### config.mk
export PLATFORM = sky130hd
export DESIGN_NAME = sequential_list_engine_top
export DESIGN_NICKNAME = d
export VERILOG_FILES = /design/src/rtl/sle_pkg.sv /design/src/rtl/sle_ram.sv /design/src/rtl/sle_ctrl.sv /design/src/rtl/sle_datapath.sv /design/src/rtl/sequential_list_engine_top.sv
export VERILOG_INCLUDE_DIRS = /design/src /design/src/rtl
export SDC_FILE = /design/constraint.sdc
export NUM_CORES = 2
export LEC_CHECK = 0
export BUFFER_PORTS_ARGS = -buffer_cell sky130_fd_sc_hd__clkbuf_2
export CAP_MARGIN = 5
export CELL_PAD_IN_SITES_DETAIL_PLACEMENT = 1
export CELL_PAD_IN_SITES_GLOBAL_PLACEMENT = 2
export CORE_UTILIZATION = 35
export CTS_BUF_LIST = sky130_fd_sc_hd__clkbuf_16
export DETAILED_ROUTE_END_ITERATION = 6
export PLACE_DENSITY = 0.65
export SETUP_SLACK_MARGIN = 0.1
export SYNTH_ARGS = -nofsm -noshare
export SYNTH_HDL_FRONTEND = slang
export SYNTH_SLANG_ARGS = --single-unit
### constraint.sdc
create_clock -name aclk -period 18.15 [get_ports aclk]
set_input_delay 3.63 -clock aclk [delete_from_list [all_inputs] [get_ports aclk]]
set_output_delay 3.63 -clock aclk [all_outputs]
set_load 0.01 [all_outputs]
### src/rtl/sequential_list_engine_top_defines.svh
// Assertion macros for the sequential list engine.
// Taken in by the top level; no other dependencies.
`ifndef SEQUENTIAL_LIST_ENGINE_TOP_DEFINES_SVH
`define SEQUENTIAL_LIST_ENGINE_TOP_DEFINES_SVH

`ifndef ASSERT_OFF
// prop must hold at every clock edge out of reset
`define SLE_ASSERT(lbl, clk, rst_n, prop, msg) \
    lbl: assert property (@(posedge clk) disable iff (!rst_n) prop) else $error(msg);
// cond must never be seen out of reset
`define SLE_ASSERT_NEVER(lbl, clk, rst_n, cond, msg) \
    lbl: assert property (@(posedge clk) disable iff (!rst_n) !(cond)) else $error(msg);
`else
`define SLE_ASSERT(lbl, clk, rst_n, prop, msg)
`define SLE_ASSERT_NEVER(lbl, clk, rst_n, cond, msg)
`endif

`endif

### src/rtl/sle_pkg.sv
// Shared types for the sequential list engine: op and status codes,
// controller-to-datapath command and status structs. No dependencies.
package sle_pkg;

    typedef enum logic [2:0] {
        OP_CLEAR  = 3'd0,
        OP_INSERT = 3'd1,
        OP_DELETE = 3'd2,
        OP_GET    = 3'd3,
        OP_PRED   = 3'd4,
        OP_SUCC   = 3'd5
    } op_t;

    typedef enum logic [2:0] {
        ST_OK        = 3'd0,
        ST_BAD_POS   = 3'd1,
        ST_FULL      = 3'd2,
        ST_NOT_FOUND = 3'd3,
        ST_NO_PRED   = 3'd4,
        ST_NO_SUCC   = 3'd5
    } status_t;

    // read address source
    typedef enum logic [2:0] {
        RD_INS_START = 3'd0,   // count-1
        RD_DEL_START = 3'd1,   // pos
        RD_GET       = 3'd2,   // pos-1
        RD_FIRST     = 3'd3,   // 0
        RD_DOWN      = 3'd4,   // ptr-1
        RD_UP        = 3'd5    // ptr+1
    } rd_sel_t;

    typedef enum logic [1:0] {
        WR_UP    = 2'd0,       // ptr+1 <- read word
        WR_DOWN  = 2'd1,       // ptr-1 <- read word
        WR_VALUE = 2'd2        // pos-1 <- request value
    } wr_sel_t;

    typedef enum logic [1:0] {
        CNT_HOLD  = 2'd0,
        CNT_CLEAR = 2'd1,
        CNT_INC   = 2'd2,
        CNT_DEC   = 2'd3
    } cnt_op_t;

    typedef enum logic [1:0] {
        RV_ZERO  = 2'd0,
        RV_RDATA = 2'd1,
        RV_PREV  = 2'd2
    } rv_sel_t;

    typedef struct packed {
        logic    load;
        logic    rd_en;
        rd_sel_t rd_sel;
        logic    wr_en;
        wr_sel_t wr_sel;
        cnt_op_t cnt_op;
        logic    cap_prev;
        logic    finish;
        status_t fin_status;
        rv_sel_t rv_sel;
    } cmd_t;

    typedef struct packed {
        op_t  op;
        logic ins_bad;
        logic pos_bad;
        logic full;
        logic ins_at_end;
        logic del_at_end;
        logic cnt_zero;
        logic ptr_at_pos;
        logic ptr_at_last;
        logic ptr_zero;
        logic hit;
    } sts_t;

    localparam int S_DATA_W = 40;
    localparam int M_DATA_W = 48;
    localparam int USER_W   = 3;

endpackage

### src/rtl/sle_ram.sv
// Generic simple dual-port RAM: one write port, one registered read port.
// No dependencies.
module sle_ram #(
    parameter int WIDTH = 32,
    parameter int DEPTH = 128
) (
    input  logic                     clk,
    input  logic                     wr_en,
    input  logic [$clog2(DEPTH)-1:0] wr_addr,
    input  logic [WIDTH-1:0]         wr_data,
    input  logic                     rd_en,
    input  logic [$clog2(DEPTH)-1:0] rd_addr,
    output logic [WIDTH-1:0]         rd_data
);

    logic [WIDTH-1:0] mem [DEPTH];

    always_ff @(posedge clk) begin
        if (wr_en) begin
            mem[wr_addr] <= wr_data;
        end
        if (rd_en) begin
            rd_data <= mem[rd_addr];
        end
    end

endmodule

### src/rtl/sle_ctrl.sv
// Controller state machine for the sequential list engine.
// Depends on sle_pkg; drives commands into sle_datapath.
module sle_ctrl
    import sle_pkg::*;
(
    input  logic aclk,
    input  logic aresetn,
    input  logic s_tvalid,
    output logic s_tready,
    output logic m_tvalid,
    input  logic m_tready,
    input  sts_t sts,
    output cmd_t cmd
);

    typedef enum logic [6:0] {
        S_IDLE   = 7'b0000001,
        S_DECODE = 7'b0000010,
        S_SHIFT  = 7'b0000100,
        S_WRVAL  = 7'b0001000,
        S_GETW   = 7'b0010000,
        S_SRCH   = 7'b0100000,
        S_RESP   = 7'b1000000
    } state_t;

    state_t state_reg, state_next;

    always_ff @(posedge aclk) begin
        if (!aresetn) begin
            state_reg <= S_IDLE;
        end else begin
            state_reg <= state_next;
        end
    end

    assign s_tready = (state_reg == S_IDLE);
    assign m_tvalid = (state_reg == S_RESP);

    always_comb begin
        cmd        = '0;
        state_next = state_reg;
        case (state_reg)
            S_IDLE: begin
                if (s_tvalid) begin
                    cmd.load   = 1'b1;
                    state_next = S_DECODE;
                end
            end
            S_DECODE: begin
                case (sts.op)
                    OP_CLEAR: begin
                        cmd.cnt_op = CNT_CLEAR;
                        cmd.finish = 1'b1;
                        state_next = S_RESP;
                    end
                    OP_INSERT: begin
                        if (sts.ins_bad) begin
                            cmd.finish     = 1'b1;
                            cmd.fin_status = ST_BAD_POS;
                            state_next     = S_RESP;
                        end else if (sts.full) begin
                            cmd.finish     = 1'b1;
                            cmd.fin_status = ST_FULL;
                            state_next     = S_RESP;
                        end else if (sts.ins_at_end) begin
                            state_next = S_WRVAL;
                        end else begin
                            cmd.rd_en  = 1'b1;
                            cmd.rd_sel = RD_INS_START;
                            state_next = S_SHIFT;
                        end
                    end
                    OP_DELETE: begin
                        if (sts.pos_bad) begin
                            cmd.finish     = 1'b1;
                            cmd.fin_status = ST_BAD_POS;
                            state_next     = S_RESP;
                        end else if (sts.del_at_end) begin
                            cmd.cnt_op = CNT_DEC;
                            cmd.finish = 1'b1;
                            state_next = S_RESP;
                        end else begin
                            cmd.rd_en  = 1'b1;
                            cmd.rd_sel = RD_DEL_START;
                            state_next = S_SHIFT;
                        end
                    end
                    OP_GET: begin
                        if (sts.pos_bad) begin
                            cmd.finish     = 1'b1;
                            cmd.fin_status = ST_BAD_POS;
                            state_next     = S_RESP;
                        end else begin
                            cmd.rd_en  = 1'b1;
                            cmd.rd_sel = RD_GET;
                            state_next = S_GETW;
                        end
                    end
                    OP_PRED, OP_SUCC: begin
                        if (sts.cnt_zero) begin
                            cmd.finish     = 1'b1;
                            cmd.fin_status = ST_NOT_FOUND;
                            state_next     = S_RESP;
                        end else begin
                            cmd.rd_en  = 1'b1;
                            cmd.rd_sel = RD_FIRST;
                            state_next = S_SRCH;
                        end
                    end
                    default: begin
                        // unused op codes: no-op, ok
                        cmd.finish = 1'b1;
                        state_next = S_RESP;
                    end
                endcase
            end
            S_SHIFT: begin
                // read data belongs to ptr; move it one slot over
                cmd.wr_en = 1'b1;
                if (sts.op == OP_INSERT) begin
                    cmd.wr_sel = WR_UP;
                    if (sts.ptr_at_pos) begin
                        state_next = S_WRVAL;
                    end else begin
                        cmd.rd_en  = 1'b1;
                        cmd.rd_sel = RD_DOWN;
                    end
                end else begin
                    cmd.wr_sel = WR_DOWN;
                    if (sts.ptr_at_last) begin
                        cmd.cnt_op = CNT_DEC;
                        cmd.finish = 1'b1;
                        state_next = S_RESP;
                    end else begin
                        cmd.rd_en  = 1'b1;
                        cmd.rd_sel = RD_UP;
                    end
                end
            end
            S_WRVAL: begin
                cmd.wr_en  = 1'b1;
                cmd.wr_sel = WR_VALUE;
                cmd.cnt_op = CNT_INC;
                cmd.finish = 1'b1;
                state_next = S_RESP;
            end
            S_GETW: begin
                cmd.finish = 1'b1;
                cmd.rv_sel = RV_RDATA;
                state_next = S_RESP;
            end
            S_SRCH: begin
                cmd.cap_prev = 1'b1;
                if (sts.hit) begin
                    if (sts.op == OP_PRED) begin
                        cmd.finish = 1'b1;
                        state_next = S_RESP;
                        if (sts.ptr_zero) begin
                            cmd.fin_status = ST_NO_PRED;
                        end else begin
                            cmd.rv_sel = RV_PREV;
                        end
                    end else if (sts.ptr_at_last) begin
                        cmd.finish     = 1'b1;
                        cmd.fin_status = ST_NO_SUCC;
                        state_next     = S_RESP;
                    end else begin
                        // fetch the successor, reuse the get wait
                        cmd.rd_en  = 1'b1;
                        cmd.rd_sel = RD_UP;
                        state_next = S_GETW;
                    end
                end else if (sts.ptr_at_last) begin
                    cmd.finish     = 1'b1;
                    cmd.fin_status = ST_NOT_FOUND;
                    state_next     = S_RESP;
                end else begin
                    cmd.rd_en  = 1'b1;
                    cmd.rd_sel = RD_UP;
                end
            end
            S_RESP: begin
                if (m_tready) begin
                    state_next = S_IDLE;
                end
            end
            default: begin
                state_next = S_IDLE;
            end
        endcase
    end

endmodule

### src/rtl/sle_datapath.sv
// Datapath for the sequential list engine: request registers, entry count,
// walk pointer, list store and result word. Depends on sle_pkg and sle_ram.
module sle_datapath
    import sle_pkg::*;
#(
    parameter int CAPACITY = 128
) (
    input  logic                aclk,
    input  logic                aresetn,
    input  logic [S_DATA_W-1:0] s_tdata,   // [7:0] position, [39:8] value
    input  logic [USER_W-1:0]   s_tuser,   // [2:0] op
    input  cmd_t                cmd,
    output sts_t                sts,
    output logic [M_DATA_W-1:0] m_tdata,   // [31:0] result_value, [39:32] count,
                                           // [40] is_empty, [47:41] zero
    output logic [USER_W-1:0]   m_tuser    // [2:0] status
);

    localparam int AW = $clog2(CAPACITY);
    localparam int CW = $clog2(CAPACITY + 1);
    localparam int XW = (CW > 8) ? CW : 8;
    localparam int PW = XW + 1;

    op_t               op_reg;
    logic [7:0]        pos_reg;
    logic signed [31:0] val_reg;
    logic [CW-1:0]     count_reg, count_next;
    logic [AW-1:0]     ptr_reg, ptr_next;
    logic [31:0]       prev_reg;
    status_t           res_status_reg;
    logic signed [31:0] res_value_reg;
    logic [7:0]        res_count_reg;
    logic              res_empty_reg;

    logic [PW-1:0]     pos_w, cnt_w, pos_m1, cnt_m1, cnt_p1;
    logic [XW-1:0]     cnt_ext;
    logic [AW-1:0]     rd_addr, wr_addr;
    logic [31:0]       rd_data, wr_data, rv;

    assign pos_w  = PW'(pos_reg);
    assign cnt_w  = PW'(count_reg);
    assign pos_m1 = pos_w - PW'(1);
    assign cnt_m1 = cnt_w - PW'(1);
    assign cnt_p1 = cnt_w + PW'(1);

    always_comb begin
        case (cmd.rd_sel)
            RD_INS_START: rd_addr = cnt_m1[AW-1:0];
            RD_DEL_START: rd_addr = pos_w[AW-1:0];
            RD_GET:       rd_addr = pos_m1[AW-1:0];
            RD_FIRST:     rd_addr = '0;
            RD_DOWN:      rd_addr = ptr_reg - AW'(1);
            RD_UP:        rd_addr = ptr_reg + AW'(1);
            default:      rd_addr = '0;
        endcase
    end

    always_comb begin
        case (cmd.wr_sel)
            WR_UP:    wr_addr = ptr_reg + AW'(1);
            WR_DOWN:  wr_addr = ptr_reg - AW'(1);
            WR_VALUE: wr_addr = pos_m1[AW-1:0];
            default:  wr_addr = pos_m1[AW-1:0];
        endcase
    end

    assign wr_data  = (cmd.wr_sel == WR_VALUE) ? val_reg : rd_data;
    assign ptr_next = cmd.rd_en ? rd_addr : ptr_reg;

    always_comb begin
        case (cmd.cnt_op)
            CNT_CLEAR: count_next = '0;
            CNT_INC:   count_next = count_reg + CW'(1);
            CNT_DEC:   count_next = count_reg - CW'(1);
            default:   count_next = count_reg;
        endcase
    end

    always_comb begin
        case (cmd.rv_sel)
            RV_RDATA: rv = rd_data;
            RV_PREV:  rv = prev_reg;
            default:  rv = '0;
        endcase
    end

    assign cnt_ext = XW'(count_next);

    sle_ram #(
        .WIDTH (32),
        .DEPTH (CAPACITY)
    ) u_store (
        .clk     (aclk),
        .wr_en   (cmd.wr_en),
        .wr_addr (wr_addr),
        .wr_data (wr_data),
        .rd_en   (cmd.rd_en),
        .rd_addr (rd_addr),
        .rd_data (rd_data)
    );

    always_ff @(posedge aclk) begin
        if (!aresetn) begin
            count_reg <= '0;
        end else begin
            count_reg <= count_next;
        end
    end

    always_ff @(posedge aclk) begin
        ptr_reg <= ptr_next;
        if (cmd.load) begin
            op_reg  <= op_t'(s_tuser[2:0]);
            pos_reg <= s_tdata[7:0];
            val_reg <= s_tdata[39:8];
        end
        if (cmd.cap_prev) begin
            prev_reg <= rd_data;
        end
        if (cmd.finish) begin
            res_status_reg <= cmd.fin_status;
            res_value_reg  <= rv;
            res_count_reg  <= cnt_ext[7:0];
            res_empty_reg  <= (count_next == '0);
        end
    end

    always_comb begin
        sts.op          = op_reg;
        sts.ins_bad     = (pos_reg == 8'd0) || (pos_w > cnt_p1);
        sts.pos_bad     = (pos_reg == 8'd0) || (pos_w > cnt_w);
        sts.full        = (count_reg == CW'(CAPACITY));
        sts.ins_at_end  = (pos_w == cnt_p1);
        sts.del_at_end  = (pos_w == cnt_w);
        sts.cnt_zero    = (count_reg == '0);
        sts.ptr_at_pos  = (ptr_reg == pos_m1[AW-1:0]);
        sts.ptr_at_last = (ptr_reg == cnt_m1[AW-1:0]);
        sts.ptr_zero    = (ptr_reg == '0);
        sts.hit         = (rd_data == val_reg);
    end

    assign m_tdata = {7'd0, res_empty_reg, res_count_reg, res_value_reg};
    assign m_tuser = res_status_reg;

endmodule

### src/rtl/sequential_list_engine_top.sv
// Sequential list engine: a packed list of signed 32-bit entries, up to
// CAPACITY of them, held in one RAM with an entry count.
// Input channel s_*: one request word; s_tuser carries the op (clear,
// insert, delete, get, predecessor, successor), s_tdata position and value.
// Result channel m_*: one word per request; m_tuser carries the status,
// m_tdata the value read, the entry count after the request and an empty flag.
// One request is in flight at a time: s_tready is high only while idle.
// Clear, delete of the last entry and any refused request finish straight from
// decode; get reads one word; insert and delete first move the later entries
// over by one slot; predecessor/successor scan entries (a successor reads one more).
// The longest requests are the shift and search walks over the store's single
// read port, one entry per cycle.
// The controller returns to idle after the result is taken.
// Reset empties the list; stored words are left as they are.
// A stalled receiver holds the result in its output register, and no new
// request is taken until the word has been accepted.
// Depends on sle_pkg, sle_ctrl, sle_datapath, sle_ram and the defines header.
`include "sequential_list_engine_top_defines.svh"

module sequential_list_engine_top
    import sle_pkg::*;
#(
    parameter int CAPACITY = 128
) (
    input  logic                aclk,
    input  logic                aresetn,
    input  logic                s_tvalid,
    output logic                s_tready,
    input  logic [S_DATA_W-1:0] s_tdata,   // [7:0] position, [39:8] value
    input  logic [USER_W-1:0]   s_tuser,   // [2:0] op
    output logic                m_tvalid,
    input  logic                m_tready,
    output logic [M_DATA_W-1:0] m_tdata,   // [31:0] result_value, [39:32] count,
                                           // [40] is_empty, [47:41] zero
    output logic [USER_W-1:0]   m_tuser    // [2:0] status
);

    cmd_t cmd;
    sts_t sts;

    sle_ctrl u_ctrl (
        .aclk     (aclk),
        .aresetn  (aresetn),
        .s_tvalid (s_tvalid),
        .s_tready (s_tready),
        .m_tvalid (m_tvalid),
        .m_tready (m_tready),
        .sts      (sts),
        .cmd      (cmd)
    );

    sle_datapath #(
        .CAPACITY (CAPACITY)
    ) u_dp (
        .aclk    (aclk),
        .aresetn (aresetn),
        .s_tdata (s_tdata),
        .s_tuser (s_tuser),
        .cmd     (cmd),
        .sts     (sts),
        .m_tdata (m_tdata),
        .m_tuser (m_tuser)
    );

    // one request at a time: never ready while a result is pending
    `SLE_ASSERT_NEVER(a_no_overlap, aclk, aresetn, s_tready && m_tvalid, "ready with result pending")
    // an accepted word makes the block busy on the next cycle
    `SLE_ASSERT(a_busy_after_accept, aclk, aresetn, (s_tvalid && s_tready) |=> (!s_tready && !m_tvalid), "not busy after accept")
    // refused requests carry a zero value
    `SLE_ASSERT(a_fail_zero_value, aclk, aresetn, (m_tvalid && (m_tuser != ST_OK)) |-> (m_tdata[31:0] == 32'd0), "nonzero value on failed request")
    // the list store is never written while a result waits
    `SLE_ASSERT_NEVER(a_no_write_in_resp, aclk, aresetn, m_tvalid && cmd.wr_en, "store write during response")

endmodule

==> key figures <==
Pwr
  • Pwr dens: 101.0 nW/µm²
  • Sequential Power Share: 0.544
  • Leakage: 64.26 nW
  • Switch share: 0.2018
  • Overall power: 19.70 mW
  • Clock power share: 0.448
  • Internal Pwr Total: 15.72 mW
  • Max IR drop VDD: 0.07997 mV
  • Combinational Power Share: 0.008
  • Reported net switching power: 3.975 mW

Critical path
  • Crit start category: register
  • Endpoint class of the critical path: register
  • Worst Path Max Fanout: 122
  • Reg2reg start: u_dp.u_store.rd_data[8]$_DFFE_PP_
  • Critical Path AT: 11.01 ns
  • CP Data Required Time: 19.03 ns
  • Beginning of the critical path: u_dp.u_store.rd_data[8]$_DFFE_PP_
  • Crit path kind: reg2reg

Hold path
  • Hold Path Origin: u_dp.u_store.rd_data[6]$_DFFE_PP_
  • Min-Delay Path Class: reg2reg

Clock network
  • Hold_buf cts: 0
  • Clock root cell: clkbuf_16
  • Clock insertion delay at the later pin of the skew report: 1.03 ns
  • Clk sinks: 4,269
  • Clock transition at path regs: 0.07 ns
  • Post_cts resized: 0
  • # Post-CTS Setup Buffers: 0
  • Num CTS Buffers: 443
  • H-tree levels: 5
  • Clk buf depth: 4
  • CTS tree: yes

STA
  • Hold violation total from the final report: 0
  • Achievable Freq: 98.72 MHz
  • RSZ-0062 raised after global routing: false
  • Total Negative Setup Slacks: 0 ns
  • Post-layout minimum cycle time: 10.13 ns
  • # setup viols final: 0
  • Final Cycle Share: 0.5581
  • Max Slew Vio Count: 0
  • Slew of the pin with the lowest slew margin: 1.444 ns
  • Relative max-transition margin: 0.02709
  • Setup Skew: 0.07900 ns

Global routing
  • Initial antenna violation count: 49
  • Total track usage: 0.2133
  • Grt ovf: 0
  • First-pass GRT wire length: 738.4 mm
  • Largest net degree at the start of global routing: 127
  • Vias in the first global route: 92,570

Logic synthesis
  • Top-area cell type share of the netlist area: 0.7467
  • Area leader, netlist: edfxtp_1
  • Ys Warns: 0
  • Sequential fraction of the synthesis area: 0.7484
  • Seq cells post-synth: 4,269
  • Syn avg cell area: 18.49 µm²
  • Largest cells by area after synthesis: edfxtp_1 (75%), mux2i_1 (18%), o22ai_1 (1.9%)
  • Mapped cell area: 171,100 µm²
  • Synth unique cells: 77
  • Post-synthesis instance total: 9,254
  • Count leader, synth: edfxtp_1
  • Asr flop ratio synth: 0
  • Main synth FF type: edfxtp_1
  • Post-synth EDFFs: 4,254
  • Ranking of synthesized cells by instance count: edfxtp_1 (4,254), mux2i_1 (3,078), o22ai_1 (515)

Placed design
  • Routability Congestion: 0.7994
  • Dpl cells: 15,650
  • IO Port Bufs: 92
  • Final HPWL DP: 306.6 mm

Drt
  • Wire length on met1: 229.7 mm
  • Top layer in use: met5
  • Final wirelength: 542.1 mm
  • Routed Antenna Nets: 0
  • DR iter-0 viols: 9,269
  • DR WL/cell: 32.92 µm
  • Routed vias/inst: 5.508
  • Routed via count: 90,710
  • Drt drc: 0
  • Metal2 WL: 262.8 mm
  • Metal3 WL: 31.15 mm
  • Pre-Repair DR Iteration Count: 5

Flow run
  • MaxCap Viol Count: 1

Final layout
  • Fin cells: 16,470
  • Fin nets: 9,722
  • P&R area growth vs syn: 14.05%
  • Max FFs per register: 4,096
  • Most flops, register: u_dp.u_store.mem
  • Layout cells sized above 1: 0.1319

Die
  • Placeable core area: 486,500 µm²
  • Die ar.: 491,600 µm²
  • Initial Util: 0.3516
  • FP Rows: 256
  • Chip height: 701.1 µm
  • Top-level I/O count: 100
  • Width of the die: 701.1 µm

Outcome
  • Status: finished, violations left
  • Failing checks: max-capacitance violations
power groups by stage:
stage          Sequential, mW  Combinational [mW]  Clock, mW
6_report                 10.7               0.154       8.82
5_1_grt                  10.7               0.161       9.31
4_1_cts                  10.7               0.154       8.98
3_5_place_dp             10.9               0.153          0
3_3_place_gp             10.9               0.149          0
2_1_floorplan            10.9              0.0840          0
cell type report:
| cell class | count | area (µm²) |
|---|---|---|
| Clock inverter | 363 | 2724 |
| Multi-Input combinational cell | 4445 | 41560 |
| Sequential cell | 4269 | 128000 |
| Inverter | 30 | 112.6 |
| Tap cell | 6450 | 8070 |
| Fill cell | 46890 | 291400 |
| Timing Repair Buffer | 453 | 3385 |
| Antenna cell | 13 | 32.53 |
| Clock buffer | 447 | 11190 |
cells in the final DEF, fill, tap and decap left out, types with 12 or more instances in the layout:
cell / instances
bufinv_16: 37
a21oi_1: 22
nor3_1: 16
o21ai_0: 18
mux2_4: 32
buf_12: 16
clkinv_1: 123
nor4_1: 12
clkinv_2: 81
diode_2: 13
xor2_1: 41
a22oi_1: 33
nor2_4: 129
o41ai_1: 72
nand2_1: 41
xnor2_1: 33
ha_1: 30
edfxtp_1: 4254
clkbuf_16: 447
nand3_1: 28
buf_4: 338
inv_1: 113
dfxtp_1: 15
mux2i_1: 3078
and4_1: 32
o22ai_1: 515
nor2_1: 83
o41ai_2: 54
clkbuf_2: 92
clkinvlp_4: 17
cells by family after synthesis:
group / Yosys count / synth area share
compound gates: 783 / 0.03136
mux: 3110 / 0.1822
buf+inv: 546 / 0.01878
fa+ha+maj: 33 / 0.002457
other cells: 1 / 0.00002192
flops: 4269 / 0.7484
simple gates: 438 / 0.01295
xor+xnor: 74 / 0.003788
per-layer routing:
metal	global-route usage	vias to the layer above
met5	0	-
met4	0.06675	12
met3	0.02794	693
met2	0.3618	2964
met1	0.2848	49070
li1	-	37970
path summary, 6_finish.rpt:
path / end / slack, ns / cells after the start
hold / removal: u_dp.prev_reg[6]$_DFFE_PP_ / 0.51 / 0
hold reg to reg: u_dp.prev_reg[6]$_DFFE_PP_ / 0.51 / 0
setup / recovery: u_dp.u_store.rd_data[8]$_DFFE_PP_ / 8.02 / 18
setup reg to reg: u_dp.u_store.rd_data[8]$_DFFE_PP_ / 8.02 / 18
metrics by stage:
step	worst slack [ns]	area (µm²)	utilization	hold slack, ns
2_1_floorplan	11.94	171100	-	0.4882
3_3_place_gp	6.675	180900	0.3717	0.5184
3_5_place_dp	7.891	181200	0.3723	0.5180
4_1_cts	7.885	195100	0.4009	0.5090
5_1_grt	7.866	195100	0.4010	0.5250
6_report	8.020	195100	0.4010	0.5094
critical path, cell delays in order, from the launching register on:
cell	delay [ns]
edfxtp_1	0.72
xor2_1	0.29
nor4_1	1.11
nand4_1	0.43
nor3_2	0.58
buf_4	0.24
o21ai_0	0.25
a21oi_1	0.33
a2bb2oi_4	0.77
buf_12	0.68
buf_4	0.67
buf_4	0.68
buf_12	0.72
mux2i_1	0.18
mux2i_1	0.19
o22ai_1	0.13
o41ai_1	1.16
buf_4	0.25
and4_1	0.18
(Power assumes the default switching activity.)
